File: config.mk
export PLATFORM = sky130hd
export DESIGN_NAME = ahlp_front
export DESIGN_NICKNAME = d
export VERILOG_FILES = /design/src/rtl/additive_hash_linear_probe_table_top_assert.svh /design/src/rtl/ahlp_pkg.sv /design/src/rtl/ahlp_front.sv
export SDC_FILE = /design/constraint.sdc
export NUM_CORES = 1
export LEC_CHECK = 0
export BUFFER_PORTS_ARGS = -buffer_cell sky130_fd_sc_hd__buf_2
export CAP_MARGIN = 20
export CORE_AREA = 2 2 67 116
export DETAILED_ROUTE_END_ITERATION = 10
export DIE_AREA = 0 0 69 118
export GPL_TIMING_DRIVEN = 1
export PLACE_DENSITY = 0.9
export SYNTH_ARGS = -nofsm -noshare
export SYNTH_HDL_FRONTEND = slang
export SYNTH_SLANG_ARGS = --single-unit
export TNS_END_PERCENT = 30
File: constraint.sdc
create_clock -name vclk -period 40.2
set_clock_uncertainty 0.1 [all_clocks]
set_input_delay 8.04 -clock vclk [all_inputs]
set_output_delay 8.04 -clock vclk [all_outputs]
set_load 0.01 [all_outputs]
File: src/rtl/additive_hash_linear_probe_table_top_assert.svh
// assertion macros for the additive hash table top level
// expects clk and rst_n in the including scope
`ifndef ADDITIVE_HASH_LINEAR_PROBE_TABLE_TOP_ASSERT_SVH
`define ADDITIVE_HASH_LINEAR_PROBE_TABLE_TOP_ASSERT_SVH
`ifndef SYNTHESIS
`define AHLP_ASSERT_IMP(lbl, ante, cons) \
    lbl: assert property (@(posedge clk) disable iff (!rst_n) (ante) |-> (cons)) \
        else $error("ahlp assertion failed");
`define AHLP_ASSERT_NXT(lbl, ante, cons) \
    lbl: assert property (@(posedge clk) disable iff (!rst_n) (ante) |=> (cons)) \
        else $error("ahlp assertion failed");
`else
`define AHLP_ASSERT_IMP(lbl, ante, cons)
`define AHLP_ASSERT_NXT(lbl, ante, cons)
`endif
`endif

File: src/rtl/ahlp_pkg.sv
// shared constants, codes and types of the additive hash table
// no dependencies
`default_nettype none
package ahlp_pkg;

    localparam int TABLE_SLOTS    = 256;
    localparam int SLOT_W         = $clog2(TABLE_SLOTS);
    localparam int SIZE_W         = 9;
    localparam int MAX_WORD_BYTES = 8;
    localparam int CHARS_W        = 64;
    localparam int LEN_W          = 4;
    localparam int SUM_W          = $clog2(MAX_WORD_BYTES * 255 + 1);
    localparam int STEP_W         = $clog2(SUM_W);
    localparam int ENTRY_W        = CHARS_W + LEN_W;
    localparam int QUEUE_DEPTH    = 2;
    localparam int QPTR_W         = $clog2(QUEUE_DEPTH);
    localparam int QCNT_W         = $clog2(QUEUE_DEPTH + 1);
    localparam int ADDR_W         = 3;
    localparam int DATA_W         = 32;

    localparam logic [ADDR_W-3:0] REG_SIZE = '0;

    localparam logic KIND_INSERT = 1'b0;
    localparam logic KIND_READ   = 1'b1;

    localparam logic [1:0] ST_INSERTED = 2'd0;
    localparam logic [1:0] ST_FULL     = 2'd1;
    localparam logic [1:0] ST_READ     = 2'd2;

    typedef struct packed {
        logic               kind;
        logic               zero_len;
        logic [CHARS_W-1:0] chars;
        logic [LEN_W-1:0]   length;
        logic [SUM_W-1:0]   sum;
        logic [7:0]         read_slot;
    } queue_item_t;

    typedef struct packed {
        logic [1:0]         status;
        logic [7:0]         slot_index;
        logic [CHARS_W-1:0] chars;
        logic [LEN_W-1:0]   length;
        logic               occupied;
    } result_t;

endpackage
`default_nettype wire

File: src/rtl/ahlp_front.sv
// front end: takes an item, clamps the length, masks the bytes and sums them
// depends on ahlp_pkg
`default_nettype none
module ahlp_front (
    input  wire logic                        item_valid,
    output logic                             item_ready,
    input  wire logic                        kind,
    input  wire logic [ahlp_pkg::CHARS_W-1:0] word_chars,
    input  wire logic [ahlp_pkg::LEN_W-1:0]  word_length,
    input  wire logic [7:0]                  read_slot,
    input  wire logic                        queue_full,
    output logic                             push,
    output ahlp_pkg::queue_item_t            push_item
);
    import ahlp_pkg::*;

    logic [LEN_W-1:0]   len_c;
    logic [SUM_W-1:0]   sum;
    logic [CHARS_W-1:0] kept;
    logic [7:0]         byte_v;

    always_comb
    begin
        len_c = (word_length > LEN_W'(MAX_WORD_BYTES)) ? LEN_W'(MAX_WORD_BYTES) : word_length;
        sum    = '0;
        kept   = '0;
        byte_v = '0;
        for (int k = 0; k < MAX_WORD_BYTES; k++)
        begin
            byte_v = word_chars[8*k +: 8];
            if (LEN_W'(k) < len_c)
            begin
                sum = sum + SUM_W'(byte_v);
                kept[8*k +: 8] = byte_v;
            end
        end
    end

    assign item_ready = !queue_full;
    assign push       = item_valid && !queue_full;

    always_comb
    begin
        push_item.kind      = kind;
        push_item.zero_len  = (len_c == '0);
        push_item.chars     = kept;
        push_item.length    = len_c;
        push_item.sum       = sum;
        push_item.read_slot = read_slot;
    end

endmodule
`default_nettype wire

* After elaboration in Yosys (flattened, before gate mapping) *
Index checks and enable logic that the tools add are counted.

operators by class
  $add $sub $neg = 7
  multiply operators = 0
  div/mod/pow operators = 0
  magnitude comparators = 9
  equal/unequal tests = 0
  shifts and indexed selects = 0
  multiplexer cells = 17
  bitwise operators = 0
  reductions and logical operators = 3

operator list
  cell                                                       count
  adder 11 x 8 -> 11 bit                                     7
  2-to-1 mux 11 bit                                          7
  2-to-1 mux 8 bit                                           9
  less-than comparator 3 x 4 -> 1 bit, first input constant  4
  less-than comparator 1 x 4 -> 1 bit, first input constant  2
  less-than comparator 2 x 4 -> 1 bit, first input constant  2
  greater-than comparator 4 bit, second input constant       1
  logical NOT 4 bit                                          1
  2-to-1 mux 4 bit                                           1
  logical AND 1 bit                                          1
  logical NOT 1 bit                                          1

storage, ports and cells
  bits in registers = 0
  latch bits = 0
  memory bits (writable) = 0
  bits in read-only memories = 0
  bits of input ports = 79
  output and inout port bits = 91
  logic and storage cells = 36
  memories kept = 0

* Logic depth before layout (Yosys ltp) *
Gate-level depths: netlist of the first run.

  depth in word-level cells = 18
  gate-level depth with buffers = 44

* Worst setup path after synthesis of the first run *
No wires, ideal clock.

  path type = in2out
  from = input port word_length[2] (netlist bit)
  to = output port push_item[18] (netlist bit)
  arrival = 16.143 ns
  required time = 32.060 ns
  slack = 15.917 ns
  stages = 43
  buffers on the path = 3
  cell sequence = buf_6 -> or2_1 -> buf_6 -> or2_1 -> buf_6 -> and2_1 -> ha_1 -> fa_1 -> xor2_1 -> mux2_2 -> ha_1 -> xor2_1 -> nand2_1 -> o21ai_0 -> a222oi_1 -> inv_1 -> ha_1 -> o21ai_0 -> [... 7 more ...] -> o21ai_0 -> ha_1 -> or2_2 -> o311a_1 -> a21oi_1 -> xor2_1 -> nor2_1 -> a31oi_1 -> o21ai_0 -> ha_1 -> or3_1 -> and3_1 -> a21o_1 -> ha_1 -> o21a_1 -> o21ai_0 -> nand3b_1 -> xor2_1

RTL lines
  item                RTL line          source
  start: declaration  ahlp_front.sv:9   input wire logic [ahlp_pkg::LEN_W-1:0] word_length,
  end: declaration    ahlp_front.sv:13  output ahlp_pkg::queue_item_t push_item

==> results of run 1 <==
## power groups by stage
| stage | combinational (mW) | sequential, mW | clock (mW) |
|---|---|---|---|
| final | 0.353 | 0 | 0 |
| after global routing | 0.388 | 0 | 0 |
| after CTS | 0.351 | 0 | 0 |
| after detailed placement | 0.349 | 0 | 0 |
| after global placement | 0.331 | 0 | 0 |
| after floorplan | 0.271 | 0 | 0 |
## Yosys cell counts, types with 15 or more instances
cell type	n	area (um2)
ha_1	56	700.7
nor2_1	46	172.7
inv_1	35	131.4
a21oi_1	42	210.2
xnor2_1	21	183.9
a21o_1	19	142.6
xor2_1	15	131.4
and2_1	58	362.9
clkbuf_1	19	71.32
nor2b_1	15	93.84
nand2_1	29	108.9
o21ai_0	32	160.2
## final cells by class
cell class                 instances  area [um2]
timing repair buffer             154       775.7
multi-input combinational        486        3562
fill                             661        2605
inverter                          35       131.4
tap                               86       107.6
## routing by layer
metal | global-route usage (%) | routed length (um) | up-vias
met5 | 0 | 0 | -
met4 | 9.681 | 322 | 0
met3 | 2.825 | 694 | 33
met2 | 56.13 | 6432 | 201
met1 | 25.34 | 4167 | 2064
li1 | - | - | 2224
## cell families (layout without fill, tap and decap cells)
kind of cell               after synthesis  count (layout)  share of synthesized area (%)
and+or+nand+nor                        195             195                          26.70
AOI/OAI and AO/OA                      173             173                          29.71
buffers and inverters                   66             189                          7.864
adders and majority gates               63              63                          21.75
xor gates and xnor gates                37              37                          8.738
muxes                                   18              18                          5.243
## per-stage QoR
step | worst slack, ps | hold WS [ps] | utilization (%)
after floorplan | 15920 | 16020 | -
after global placement | 15020 | 15980 | 63.73
after detailed placement | 14540 | 15980 | 63.73
after CTS | 14530 | 15980 | 63.73
after global routing | 13670 | 15980 | 63.73
final | 14510 | 15980 | 63.73
## worst max-delay path: cells and delay by family
| family | cells | cell delay [ps] |
|---|---|---|
| xor+xnor | 5 | 790 |
| simple gates | 11 | 2430 |
| compound gates | 15 | 2840 |
| buf+inv | 3 | 670 |
| fa+ha+maj | 8 | 2780 |
## worst max path at each step
| stage | start | to | slack [ps] | cells after the start |
|---|---|---|---|---|
| 2_1_floorplan | word_length[2] | push_item[18] | 15920 | 43 |
| 3_3_place_gp | word_length[3] | push_item[18] | 15020 | 42 |
| 3_5_place_dp | word_length[3] | push_item[18] | 14540 | 42 |
| 4_1_cts | word_length[3] | push_item[18] | 14530 | 42 |
| 5_1_grt | word_length[3] | push_item[18] | 13670 | 42 |
| 6_report | word_length[3] | push_item[18] | 14510 | 42 |
==> summary.txt, run 1 <==
Outcome
  – Outcome: complete, no violations

GRT
  – Initial antenna violation count: 0
  – First-pass GRT wire length: between 15000 and 20000 um
  – GR Overflow Total: 0
  – GRT Util Overall: 26.79%
  – Vias in the first global route: 4506
  – Largest net degree at the start of global routing: 33

STA
  – Slew HR: 36.92%
  – Final setup violation count: 0
  – FMAX: around 0.039 GHz
  – RSZ-0062 raised after global routing: no
  – Worst Tran Pin Value: about 950 ps
  – Fin. max-slew vios: 0
  – Final Cycle Share: 63.91%
  – Final min period: 25690 ps
  – Setup TNS: 0 ps
  – Hold Fails Final Rpt: 0

Finish
  – Most frequent cells in the layout: 152 x buf_2, 58 x and2_1, 56 x ha_1
  – Finished Layout Cells: 761
  – Layout cells sized above 1: about a quarter
  – Number of sequential cells: 0
  – Clock buffers: 0
  – # diodes: 0
  – Design area: 4577 um2
  – Most common cell after layout, fill and taps aside: buf_2
  – Fin nets: 819
  – Storage element area: 0 um2
  – Area Overhead vs Synth: 18.38%

Worst setup path
  – Required time worst endpoint: 32060 ps
  – Kind of critical path: primary input to output pin
  – Max stage delay on crit path: 610 ps
  – CP arrival: around 18000 ps
  – CP max FO: 32
  – Worst setup SP type: primary input
  – CP max stage cell: or2_1
  – Endpoint type of the worst setup path: output pin

Synthesis
  – Synth warnings: 0
  – Sequential area share after synthesis: 0%
  – Syn Nets: a little under 700
  – Synth cell types: 55
  – Mean Syn Cell Area: 7.004 um2
  – Synthesized instance count: 552
  – Mapped Area: 3866 um2

Clock tree
  – Hold buffers post-CTS: 0
  – PostCTS Resize Cnt: 0
  – Post-CTS Setup Inserts: 0

Floorplanning
  – Row cnt: 41
  – I/O pin cnt: 170
  – Starting Density: 53.83%
  – Die height: approximately 120 um
  – Die W: 69 um
  – Die Area: 8142 um2
  – Core area: 7182 um2

Power and ir drop
  – Leak: 2.340 nW
  – Int Power: 0.1616 mW
  – Clock share of power: 0%
  – Sw Ratio: between 50% and 60%
  – Pwr Density: 77.05 nW/um2
  – Power share of the sequential group: 0%
  – Total chip power: 0.3526 mW
  – Worst vdd ir: 0.07772 mV
  – Logic pwr share: 100.0%
  – NetSw: 0.1910 mW

Placement
  – Hpwl dp: slightly below 10000 um
  – Placed Area: 4577 um2
  – Routability Congestion: 0.8756
  – I/O Buffers: 152
  – Inst Count DP: 761

Job
  – Maxcap violations: 0

Drt
  – Avg Vias per Cell: 5.942
  – Remaining antenna violation count: 0
  – Drt drc: 0
  – Wire per inst: ~15 um
  – DR vias: 4522
  – DRT Pass-1 Iters: 7
  – DRT Wirelength: 11620 um
  – Initial drt markers: 229

Hold path
  – Min-delay src: read_slot[1]
  – Worst hold path depth: 0
  – Hold Path Class: primary input to output pin
  – Hold Path Sink: push_item[1]
Note: power is estimated with default switching activity, not from simulation.
==> inputs of run 2 (changes only) <==
--- a/config.mk
+++ b/config.mk
@@ -7,11 +7,11 @@
 export LEC_CHECK = 0
 export BUFFER_PORTS_ARGS = -buffer_cell sky130_fd_sc_hd__buf_2
 export CAP_MARGIN = 20
-export CORE_AREA = 2 2 67 116
+export CORE_AREA = 2 2 73 127
 export DETAILED_ROUTE_END_ITERATION = 10
-export DIE_AREA = 0 0 69 118
+export DIE_AREA = 0 0 75 129
 export GPL_TIMING_DRIVEN = 1
-export PLACE_DENSITY = 0.9
+export PLACE_DENSITY = 0.8
 export SYNTH_ARGS = -nofsm -noshare
 export SYNTH_HDL_FRONTEND = slang
 export SYNTH_SLANG_ARGS = --single-unit
==> constraint.sdc (replaced) <==
create_clock -name vclk -period 23
set_clock_uncertainty 0.1 [all_clocks]
set_input_delay 4.6 -clock vclk [all_inputs]
set_output_delay 4.6 -clock vclk [all_outputs]
set_load 0.01 [all_outputs]
==> run 2 against run 1 <==
Sequential share of layout area unchanged. Clock-buffer cell count is the same. Total power grew 74%. Combinational power increased by 73%. Non-clock buffer count did not move. First-iteration DRC count shrank 2.2%. Worst setup slack worse by 10000 ps. Wire length increased by 1.6%. Core utilization decreased by 10 points. Largest cell class unchanged.
==> summary.txt, run 2 (synthesis gave the netlist of run 1 again) <==
Drt
  – Avg Vias per Cell: 5.746
  – DRT Wirelength: 11800 um
  – Wire per inst: 14.90 um
  – Remaining antenna violation count: 0
  – Drt drc: 0
  – DR vias: 4551
  – DRT Pass-1 Iters: 5
  – Initial drt markers: 224

Placement
  – Hpwl dp: ~10000 um
  – Routability Congestion: between 0.9 and 1
  – I/O Buffers: 152

GRT
  – Vias in the first global route: roughly 4400
  – GR Overflow Total: 0
  – GRT Util Overall: 23.87%
  – Largest net degree at the start of global routing: 33
  – First-pass GRT wire length: 18820 um
  – Initial antenna violation count: 0

Power and ir drop
  – Leak: approximately 2.3 nW
  – Pwr Density: 132.7 nW/um2
  – Worst vdd ir: 0.09493 mV
  – Total chip power: 0.6123 mW

Floorplanning
  – Starting Density: 44.88%
  – Row cnt: 45
  – Die W: between 70 and 80 um
  – Die height: between 100 and 150 um
  – Core area: 8615 um2
  – I/O pin cnt: 170
  – Die Area: 9675 um2

Finish
  – Area Overhead vs Synth: 19.39%
  – # diodes: 0
  – Clock buffers: 0
  – Most frequent cells in the layout: 152 x buf_2, 58 x and2_1, 56 x ha_1
  – Most common cell after layout, fill and taps aside: buf_2
  – Number of sequential cells: 0
  – Fin nets: 819
  – Layout cells sized above 1: 26.67%
  – Storage element area: 0 um2
  – Fin util: 53.58%

STA
  – RSZ-0062 raised after global routing: no
  – Slew HR: 35.50%
  – Final Cycle Share: between 80% and 90%
  – Hold Fails Final Rpt: 0
  – FMAX: 0.05334 GHz
  – Final setup violation count: 0
  – Fin. max-slew vios: 0
  – Setup TNS: 0 ps
  – Worst Tran Pin Value: just under 1000 ps
  – Final min period: 18750 ps

Clock tree
  – PostCTS Resize Cnt: 0
  – Post-CTS Setup Inserts: 0
  – Hold buffers post-CTS: 0

Worst setup path
  – CP most frequent cell: ha_1
  – CP max FO: 32
  – Required time worst endpoint: about 18000 ps
  – CP arrival: 14050 ps
  – Endpoint type of the worst setup path: output pin
  – CP max stage cell: or2_1
  – Worst setup SP type: primary input
  – Kind of critical path: primary input to output pin
  – Max stage delay on crit path: 580 ps

Outcome
  – Outcome: complete, no violations

Hold path
  – Hold Path Class: primary input to output pin

Job
  – Maxcap violations: 0
[run 2: cell counts in the layout (fill, tap and decap cells not counted)]
No cell type changed its count.
[run 2: metal layers]
metal	vias to the layer above	GRT usage [%]	part of all wire (%)
met2	207	49.90	55
met5	-	0	0
met3	40	0.8614	5.4
met4	0	7.353	3.2
met1	2076	23.38	36
li1	2228	-	-
[run 2: final cells by class]
type	instances	area, um2
tap	117	146.4
fill	831	3999
multi-input combinational	486	3562
inverter	35	131.4
timing repair buffer	154	775.7
[run 2: critical path, delay by kind of cell]
| family | cells | cell delay (ps) |
|---|---|---|
| AOI/OAI and AO/OA | 15 | 2870 |
| adders and majority gates | 8 | 2630 |
| buffers and inverters | 3 | 680 |
| and+or+nand+nor | 11 | 2360 |
| xor gates and xnor gates | 5 | 870 |
[run 2: worst paths after layout]
path                   endpoint  slack [ps]            from  cells past startpoint
hold / removal     push_item[0]        9100    read_slot[0]                      0
setup / recovery  push_item[18]        4250  word_length[3]                     42
[run 2: stage by stage]
step	std cells	instance area, um2	hold WS (ps)	worst slack (ps)
floorplan	552	3866	9144	5597
finish	792	4616	9100	4253
CTS	792	4616	9100	4303
global placement	792	4616	9100	4716
global route	792	4616	9100	3582
detailed placement	792	4616	9100	4334
[run 2: where the power goes]
part	switching [mW]	leakage (nW)	internal, mW
Sequential	0	0	0
Combinational	0.330	2.34	0.283
Clock	0	0	0
