==> src/rtl/additive_hash_linear_probe_table_top_assert.svh <==
// assertion macros for the additive hash table top level
// expects clk and rst_n in the including scope
`ifndef ADDITIVE_HASH_LINEAR_PROBE_TABLE_TOP_ASSERT_SVH
`define ADDITIVE_HASH_LINEAR_PROBE_TABLE_TOP_ASSERT_SVH
`ifndef SYNTHESIS
`define AHLP_ASSERT_IMP(lbl, ante, cons) \
    lbl: assert property (@(posedge clk) disable iff (!rst_n) (ante) |-> (cons)) \
        else $error("ahlp assertion failed");
`define AHLP_ASSERT_NXT(lbl, ante, cons) \
    lbl: assert property (@(posedge clk) disable iff (!rst_n) (ante) |=> (cons)) \
        else $error("ahlp assertion failed");
`else
`define AHLP_ASSERT_IMP(lbl, ante, cons)
`define AHLP_ASSERT_NXT(lbl, ante, cons)
`endif
`endif

==> src/rtl/ahlp_pkg.sv <==
// shared constants, codes and types of the additive hash table
// no dependencies
`default_nettype none
package ahlp_pkg;

    localparam int TABLE_SLOTS    = 256;
    localparam int SLOT_W         = $clog2(TABLE_SLOTS);
    localparam int SIZE_W         = 9;
    localparam int MAX_WORD_BYTES = 8;
    localparam int CHARS_W        = 64;
    localparam int LEN_W          = 4;
    localparam int SUM_W          = $clog2(MAX_WORD_BYTES * 255 + 1);
    localparam int STEP_W         = $clog2(SUM_W);
    localparam int ENTRY_W        = CHARS_W + LEN_W;
    localparam int QUEUE_DEPTH    = 2;
    localparam int QPTR_W         = $clog2(QUEUE_DEPTH);
    localparam int QCNT_W         = $clog2(QUEUE_DEPTH + 1);
    localparam int ADDR_W         = 3;
    localparam int DATA_W         = 32;

    localparam logic [ADDR_W-3:0] REG_SIZE = '0;

    localparam logic KIND_INSERT = 1'b0;
    localparam logic KIND_READ   = 1'b1;

    localparam logic [1:0] ST_INSERTED = 2'd0;
    localparam logic [1:0] ST_FULL     = 2'd1;
    localparam logic [1:0] ST_READ     = 2'd2;

    typedef struct packed {
        logic               kind;
        logic               zero_len;
        logic [CHARS_W-1:0] chars;
        logic [LEN_W-1:0]   length;
        logic [SUM_W-1:0]   sum;
        logic [7:0]         read_slot;
    } queue_item_t;

    typedef struct packed {
        logic [1:0]         status;
        logic [7:0]         slot_index;
        logic [CHARS_W-1:0] chars;
        logic [LEN_W-1:0]   length;
        logic               occupied;
    } result_t;

endpackage
`default_nettype wire

==> src/rtl/ahlp_queue.sv <==
// short queue between the front end and the table engine
// depends on ahlp_pkg
`default_nettype none
module ahlp_queue (
    input  wire logic                  clk,
    input  wire logic                  rst_n,
    input  wire logic                  push,
    input  wire ahlp_pkg::queue_item_t push_item,
    input  wire logic                  pop,
    output ahlp_pkg::queue_item_t      head,
    output logic                       empty,
    output logic                       full
);
    import ahlp_pkg::*;

    queue_item_t       mem_reg [QUEUE_DEPTH];
    logic [QPTR_W-1:0] wr_ptr_reg;
    logic [QPTR_W-1:0] wr_ptr_next;
    logic [QPTR_W-1:0] rd_ptr_reg;
    logic [QPTR_W-1:0] rd_ptr_next;
    logic [QCNT_W-1:0] count_reg;
    logic [QCNT_W-1:0] count_next;

    assign empty = (count_reg == '0);
    assign full  = (count_reg == QCNT_W'(QUEUE_DEPTH));
    assign head  = mem_reg[rd_ptr_reg];

    always_comb
    begin
        wr_ptr_next = wr_ptr_reg;
        rd_ptr_next = rd_ptr_reg;
        count_next  = count_reg;
        if (push)
        begin
            wr_ptr_next = (wr_ptr_reg == QPTR_W'(QUEUE_DEPTH - 1)) ? '0 : wr_ptr_reg + 1'b1;
        end
        if (pop)
        begin
            rd_ptr_next = (rd_ptr_reg == QPTR_W'(QUEUE_DEPTH - 1)) ? '0 : rd_ptr_reg + 1'b1;
        end
        if (push && !pop)
        begin
            count_next = count_reg + 1'b1;
        end
        else if (pop && !push)
        begin
            count_next = count_reg - 1'b1;
        end
    end

    always_ff @(posedge clk or negedge rst_n)
    begin
        if (!rst_n)
        begin
            wr_ptr_reg <= '0;
            rd_ptr_reg <= '0;
            count_reg  <= '0;
        end
        else
        begin
            wr_ptr_reg <= wr_ptr_next;
            rd_ptr_reg <= rd_ptr_next;
            count_reg  <= count_next;
        end
    end

    always_ff @(posedge clk)
    begin
        if (push)
        begin
            mem_reg[wr_ptr_reg] <= push_item;
        end
    end

endmodule
`default_nettype wire

==> config.mk <==
export PLATFORM = sky130hd
export DESIGN_NAME = ahlp_queue
export DESIGN_NICKNAME = d
export VERILOG_FILES = /design/src/rtl/additive_hash_linear_probe_table_top_assert.svh /design/src/rtl/ahlp_pkg.sv /design/src/rtl/ahlp_queue.sv
export SDC_FILE = /design/constraint.sdc
export NUM_CORES = 1
export LEC_CHECK = 0
export ABC_AREA = 1
export ABC_CLOCK_PERIOD_IN_PS = 9900
export BUFFER_PORTS_ARGS = -buffer_cell sky130_fd_sc_hd__buf_2
export CAP_MARGIN = 20
export CORE_AREA = 8 8 102 141
export CTS_CLUSTER_DIAMETER = 80
export DETAILED_ROUTE_END_ITERATION = 6
export DIE_AREA = 0 0 110 149
export PLACE_DENSITY = 0.83
export SYNTH_ARGS = -nofsm -noshare
export SYNTH_HDL_FRONTEND = slang
export SYNTH_SLANG_ARGS = --single-unit
export TNS_END_PERCENT = 30
==> constraint.sdc <==
create_clock -name clk -period 9.9 [get_ports clk]
set_input_delay 1.98 -clock clk [delete_from_list [all_inputs] [get_ports clk]]
set_output_delay 1.98 -clock clk [all_outputs]
set_load 0.02 [all_outputs]
== Word-level counts from Yosys, hierarchy flattened ==
Memories as Yosys holds them, arrays and structs flattened.
Index checks and enable logic that the tools add are counted.
Operators by class
  $add $sub $neg: 4
  equality and inequality tests: 1
  reductions and logical operators: 6
  mux-type cells: 6
Operators by type and width (count)
  2-to-1 mux 1 bit: 4
  2-to-1 mux 2 bit: 2
  adder 1 bit, second input constant: 2
  adder 2 x 1 -> 2 bit, second input constant: 1
  == test 2 bit, second input constant: 1
  logical AND 1 bit: 2
  zero test 1 bit: 2
  zero test 2 bit: 1
  nonzero test 2 bit: 1
  subtractor 2 x 1 -> 2 bit, second input constant: 1
Word-level totals
  RAM bits: 178
  flip-flop bits (word level): 4
  logic and storage cells: 21
  memories: 1
  input port bits: 93
  output and inout port bits: 91
Memory list
  mem_reg: depth 2, width 89, read ports 1, clocked after Yosys merged registers in 0, write ports 1, RTL line ahlp_queue.sv:16  | queue_item_t mem_reg [QUEUE_DEPTH];

== Logic depth before layout (Yosys ltp) ==
Gate-level depths: netlist of the first run.
  word-level depth: 4
  gate-level depth with buffers: 7
  depth with buffers taken out: 7

== Least setup slack after synthesis of the first run ==
No wires, ideal clock.
  path type: input to register
  from: in push
  to: mem mem_reg[0][0] (netlist name) (enable)
  required time: 9360 ps
  library setup time: 540 ps
  path slack: 3613 ps
  buffers on the path: 0
  arrival time: 5747 ps
  stages on the path: 2
  path through: inv_1 > nor2_1
Between the ends
  cells in the longest elaborated chain, start to end: 2
Ends and longest elaborated chain
  start: declaration: RTL line ahlp_queue.sv:7  | input wire logic push,
  2-to-1 mux 1 bit: RTL line ahlp_queue.sv:69  | if (push)
  2-to-1 mux 1 bit (implied by the code): RTL line ahlp_queue.sv:71  | mem_reg[wr_ptr_reg] <= push_item;
  end: declaration: RTL line ahlp_queue.sv:16
No other way between the ends.

==> results.toml, run 1 <==
[outcome]
status = "completed"

[place]
pre_cts_ws_ns = 5.73
gp_congestion = 0.696
placed_area_um2 = 7690
place_hpwl_um = 9180
place_inst = 628
portBuffers = 183

[power]
pwr-share-clk = 0.253
seq_power_share = 0.445
swShare = 0.324
p_switching_mw = 0.797
internal-power_mw = 1.67
vdd_drop_max_v = 0.000165
p_per_area_nw_per_um2 = 299
power.leakage_nw = 3.14
p_comb_frac = 0.302

[die]
io_pins = 184
die_w_um = 110
core.rowCount = 48
die_area_um2 = 16400
start_util = 0.549
core_um2 = 12200
die_y_um = 149

[global_route]
grt_pass1_wl_um = 19600
use_met3 = 0.0458
grt-ovfl-total = 0
top_usage_layer = "met2"
grt_max_degree = 54
use_met2 = 0.288
grt_pass1_vias = 3826
grtUsageMet1 = 0.167
grt_use_total = 0.160
antenna_found_initial = 1

[critical_path]
critPathMaxStageDelay_ns = 0.81
cp.arrival_ns = 2.50
critPathCaptureType = "primary output"
critPathSlowestCell = "dfrtp_4"
crit_type = "reg -> out"
cp.required_ns = 7.92
crit_family = "flip-flops"
crit_path_max_fanout = 48
setup.worst_path.start_class = "register"
critical_path_buf_inv_count = 2
worstPathCellList = "buf_4, mux2_2, buf_2"

[finish]
fin_area_um2 = 8250
diodes = 0
final_nets = 591
fin_cells = 660
area_delta_synth_final_pct = 23.3
drive_gt1_frac = 0.602
largest_register_ffs = 178

[detailed_routing]
wirelength_um = 13100
wl_per_cell_um = 19.8
dr.pass1.iters = 4
vias_per_cell = 5.17
final_antenna_net_count = 0
drtIter0Drc = 118
drc = 0
via_count = 3414

[synthesis]
avgSynthCellArea_um2 = 22.1
syn_nets = 396
synthCells = 302
netlist.area_leader.share = 0.799
yosysSeqAreaShare = 0.814
ys_seq_elements = 182
syn-cell-area_um2 = 6690
yosysTopAreaCell = "edfxtp_1"
async_flop_share = 0.0220
synth_area_leaders = "edfxtp_1 (80%), mux2_2 (15%), clkbuf_8 (1.9%)"
dominantRegCellSynth = "edfxtp_1"
synth_most_common_cell = "edfxtp_1"
yosys_warnings = 0
synthTopCellsByCount = "edfxtp_1 (178), mux2_2 (89), clkbuf_8 (9)"
yosys.cell_types.count = 13
synth_edf_count = 178

[clocking]
cts_buffers = 17
cts_resized = 0
cts_root_buffer = "clkbuf_16"
cts_tree = "built"
h-tree-depth = 4
cts.sinks = 182
cts_post_setup_buffers_inserted = 0
clk_latency_ns = 0.41
clock_path_buffers = 2
clk_pin_slew_ns = 0.07
ctsHoldBuffers = 0

[timing]
maxSlewViolCount = 0
hold_viol = 0
rsz0062_at_grt = "no"
holdWs_ns = 0.559
worstMarginPinSlew_ns = 1.03
timing.final.crit_share = 0.453
slew_headroom = 0.313
clock.fmax_mhz = 223
setup_tns_ns = 0
setup_ws_ns = 5.42
fin_skew_ns = 0.00987
setup_violations = 0
min_period_ns = 4.48

[flow_run]
maxCapViolations = 0

[hold_path]
hold_path.class = "reg -> reg"
[worst register-to-register path, delay by kind of cell, from the launching register on]
family / cells / cell delay (ns)
AND/OR/NAND/NOR: 1 / 0.81
buffers and inverters: 1 / 0.75
flip-flops: 1 / 0.43
[cell type report]
class	count	area (µm²)
Clock buffer	20	437
Timing Repair Buffer	186	938
Inverter	7	27.5
Multi-Input combinational cell	103	1090
Fill cell	835	3950
Tap cell	150	188
Clock inverter	12	118
Sequential cell	182	5450
[cells in the final DEF, fill, tap and decap left out, types with 3 or more instances in the layout]
cell type / n
clkbuf_1: 3
clkbuf_16: 17
buf_4: 3
dfrtp_1: 3
edfxtp_1: 178
inv_1: 6
buf_2: 183
clkinvlp_4: 4
mux2_2: 89
nand2_1: 5
inv_6: 4
[metrics by stage]
step | power, mW | utilization
floorplan | 1.66 | -
global placement | 1.85 | 0.631
detailed placement | 1.87 | 0.631
CTS | 2.50 | 0.676
global route | 2.57 | 0.676
finish | 2.47 | 0.676
[path summary, 6_finish.rpt]
kind	cells past startpoint	startpoint	slack [ns]	end
max	3	rd_ptr_reg	5.42	head[42]
min	1	wr_ptr_reg	0.56	wr_ptr_reg
max reg2reg	2	wr_ptr_reg	7.50	mem_reg[0][61]
min reg2reg	1	wr_ptr_reg	0.56	wr_ptr_reg
max in group asynchronous	1	rst_n	8.39	rd_ptr_reg
min in group asynchronous	1	rst_n	1.37	wr_ptr_reg
[routing by layer]
metal	up-vias	part of all wire	wire (µm)
met5	-	0.00099	13
met4	2	0.018	231
met3	19	0.072	938
met2	125	0.55	7250
met1	1694	0.35	4640
li1	1574	-	-
[kinds of logic (layout without fill, tap and decap cells)]
| group | after synthesis | after routing | synth area share |
|---|---|---|---|
| multiplexers | 89 | 89 | 0.150 |
| buffers and inverters | 17 | 225 | 0.0241 |
| XOR/XNOR | 3 | 3 | 0.00393 |
| adder cells (fa/ha/maj) | 1 | 1 | 0.00187 |
| flip-flops | 182 | 182 | 0.814 |
| AND/OR/NAND/NOR | 10 | 10 | 0.00617 |
[power groups by stage]
stage / registers, mW / clock network [mW] / logic, mW
floorplan: 1.08 / 0 / 0.580
global placement: 1.10 / 0 / 0.745
detailed placement: 1.12 / 0 / 0.756
CTS: 1.10 / 0.639 / 0.760
global route: 1.11 / 0.665 / 0.794
finish: 1.10 / 0.624 / 0.744
Power figures use the tool's default switching activity.
==> run 2, diff against run 1 <==
--- a/config.mk
+++ b/config.mk
@@ -6,14 +6,14 @@
 export NUM_CORES = 1
 export LEC_CHECK = 0
 export ABC_AREA = 1
-export ABC_CLOCK_PERIOD_IN_PS = 9900
+export ABC_CLOCK_PERIOD_IN_PS = 3600
 export BUFFER_PORTS_ARGS = -buffer_cell sky130_fd_sc_hd__buf_2
 export CAP_MARGIN = 20
-export CORE_AREA = 8 8 102 141
+export CORE_AREA = 8 8 110 153
 export CTS_CLUSTER_DIAMETER = 80
 export DETAILED_ROUTE_END_ITERATION = 6
-export DIE_AREA = 0 0 110 149
-export PLACE_DENSITY = 0.83
+export DIE_AREA = 0 0 118 161
+export PLACE_DENSITY = 0.75
 export SYNTH_ARGS = -nofsm -noshare
 export SYNTH_HDL_FRONTEND = slang
 export SYNTH_SLANG_ARGS = --single-unit
==> constraint.sdc (replaced) <==
create_clock -name clk -period 3.6 [get_ports clk]
set_input_delay 0.72 -clock clk [delete_from_list [all_inputs] [get_ports clk]]
set_output_delay 0.72 -clock clk [all_outputs]
set_load 0.02 [all_outputs]
==> run 2 against run 1 <==
Compared with the run above:
- clock power increased to 2.9 times the previous value
- die area increased by 16%
- hold slack got worse by 0.46 ns
- first-iteration DRC count increased by 35%
- largest power group unchanged
- sequential power increased to 2.8 times the previous value
- final cell count increased by 6.8%
- count of clock-buffer cells in the layout decreased by 1
- critical endpoint is now head[83]
- clock skew increased by 0.00072 ns
- via count decreased by 0.59%
- sequential cell count unchanged
- global-route usage decreased by 2.0 points
==> results.toml, run 2 (same netlist as run 1, synthesis figures left out) <==
[timing]
setup_tns_ns = 0
holdWs_ns = 0.102
clock.fmax_mhz = 345
fin_skew_ns = 0.0106
rsz0062_at_grt = "no"
min_period_ns = 2.90
maxSlewViolCount = 0
slew_headroom = 0.480
timing.final.crit_share = 0.806
hold_viol = 0
worstMarginPinSlew_ns = 0.780
setup_violations = 0

[detailed_routing]
wl_per_cell_um = 18.6
wirelength_um = 13100
dr_wl_met2_um = 7100
dr.pass1.iters = 4
via_count = 3394
vias_per_cell = 4.81
final_antenna_net_count = 0
drc = 0
drtIter0Drc = 159
m1WireLength_um = 4880
highest_layer = "met5"
met3_wirelength_um = 786

[flow_run]
maxCapViolations = 0

[clocking]
cts.sinks = 182
clk_latency_ns = 0.41
cts_resized = 0
clk_pin_slew_ns = 0.07
cts_buffers = 17
clock_path_buffers = 2
h-tree-depth = 4
cts_root_buffer = "clkbuf_16"
cts_post_setup_buffers_inserted = 0
ctsHoldBuffers = 0
cts_tree = "built"

[die]
start_util = 0.456
io_pins = 184
die_w_um = 118
core.rowCount = 53
die_area_um2 = 19000
core_um2 = 14700
die_y_um = 161

[critical_path]
cp.arrival_ns = 2.18
crit_type = "reg -> out"
critPathMaxStageDelay_ns = 0.91
worstPathCellList = "buf_12, mux2_2, buf_2"
setup.worst_path.start_class = "register"
critPathSlowestCell = "dfrtp_4"
r2r_end = "mem_reg[1][79]"
reg2reg_from = "wr_ptr_reg"
critPathCaptureType = "primary output"
rrSetupSlack_ns = 1.86
crit_path_max_fanout = 55
rr_worst_depth = 3
cp.required_ns = 2.88

[finish]
final_nets = 592
largest_register_ffs = 178
layout_common_cells = "buf_2 (183), edfxtp_1 (178), mux2_2 (89)"
area_delta_synth_final_pct = 25.0
layout_commonest_cell = "buf_2"
drive_gt1_frac = 0.603

[place]
place_hpwl_um = 9090
portBuffers = 183
gp_congestion = 0.710

[power]
p_per_area_nw_per_um2 = 821
power.leakage_nw = 3.16
vdd_drop_max_v = 0.000486

[global_route]
grt_pass1_vias = 3842
grt_use_total = 0.139
grt-ovfl-total = 0
grt_max_degree = 60
antenna_found_initial = 2
grt_pass1_wl_um = 20300

[outcome]
status = "completed"

[hold_path]
hold_path.class = "in -> async"
[run 2: changes by cell type in the layout (fill, tap and decap cells not counted), sizes merged]
| cell | change |
|---|---|
| bufinv | +1 |
| clkbuf | -1 |
| diode | +2 |
| inv | +1 |
| clkinvlp | -1 |
| buf | +1 |
[run 2: through the flow]
step           utilization  worst slack, ns  total power, mW  cells  area (µm²)
2_1_floorplan            -            0.120             4.55    302        6690
3_3_place_gp         0.531             1.08             5.12    671        7780
3_5_place_dp         0.531             1.07             5.17    671        7780
4_1_cts              0.570            0.610             6.97    703        8350
5_1_grt              0.570            0.563             7.19    704        8360
6_report             0.570            0.700             6.87    705        8360
[run 2: power by group]
part           switching [mW]  internal, mW  total, mW
Clock                   0.758          1.03       1.79
Sequential              0.228          2.81       3.04
Combinational            1.20         0.834       2.03
[run 2: critical path: cells and delay by family, from the launching register on]
| kind | cells | cell delay (ns) |
|---|---|---|
| buf+inv | 2 | 0.47 |
| mux | 1 | 0.38 |
| flops | 1 | 0.91 |
[run 2: area by class of cell]
class                   instances  area (µm²)
fillers                      1151        6300
flip-flops and latches        182        5450
multi-input cells             103        1090
repair buffers                187         971
clock buffers                  19         433
well taps                     192         240
clock inverters                13         144
inverters                       7        27.5
diodes                          2        5.00
[run 2: metal layers]
layer / track usage / vias up
met5: 0 / -
met4: 0.0731 / 2
met3: 0.0423 / 25
met2: 0.245 / 127
met1: 0.148 / 1655
li1: - / 1585
[run 2: worst max path at each step]
stage,from,endpoint
after global routing,rd_ptr_reg,head[2]
final,rd_ptr_reg,head[83]
after global placement,rd_ptr_reg,head[83]
after floorplan,push,mem_reg[0][0]
after CTS,rd_ptr_reg,head[83]
after detailed placement,rd_ptr_reg,head[83]
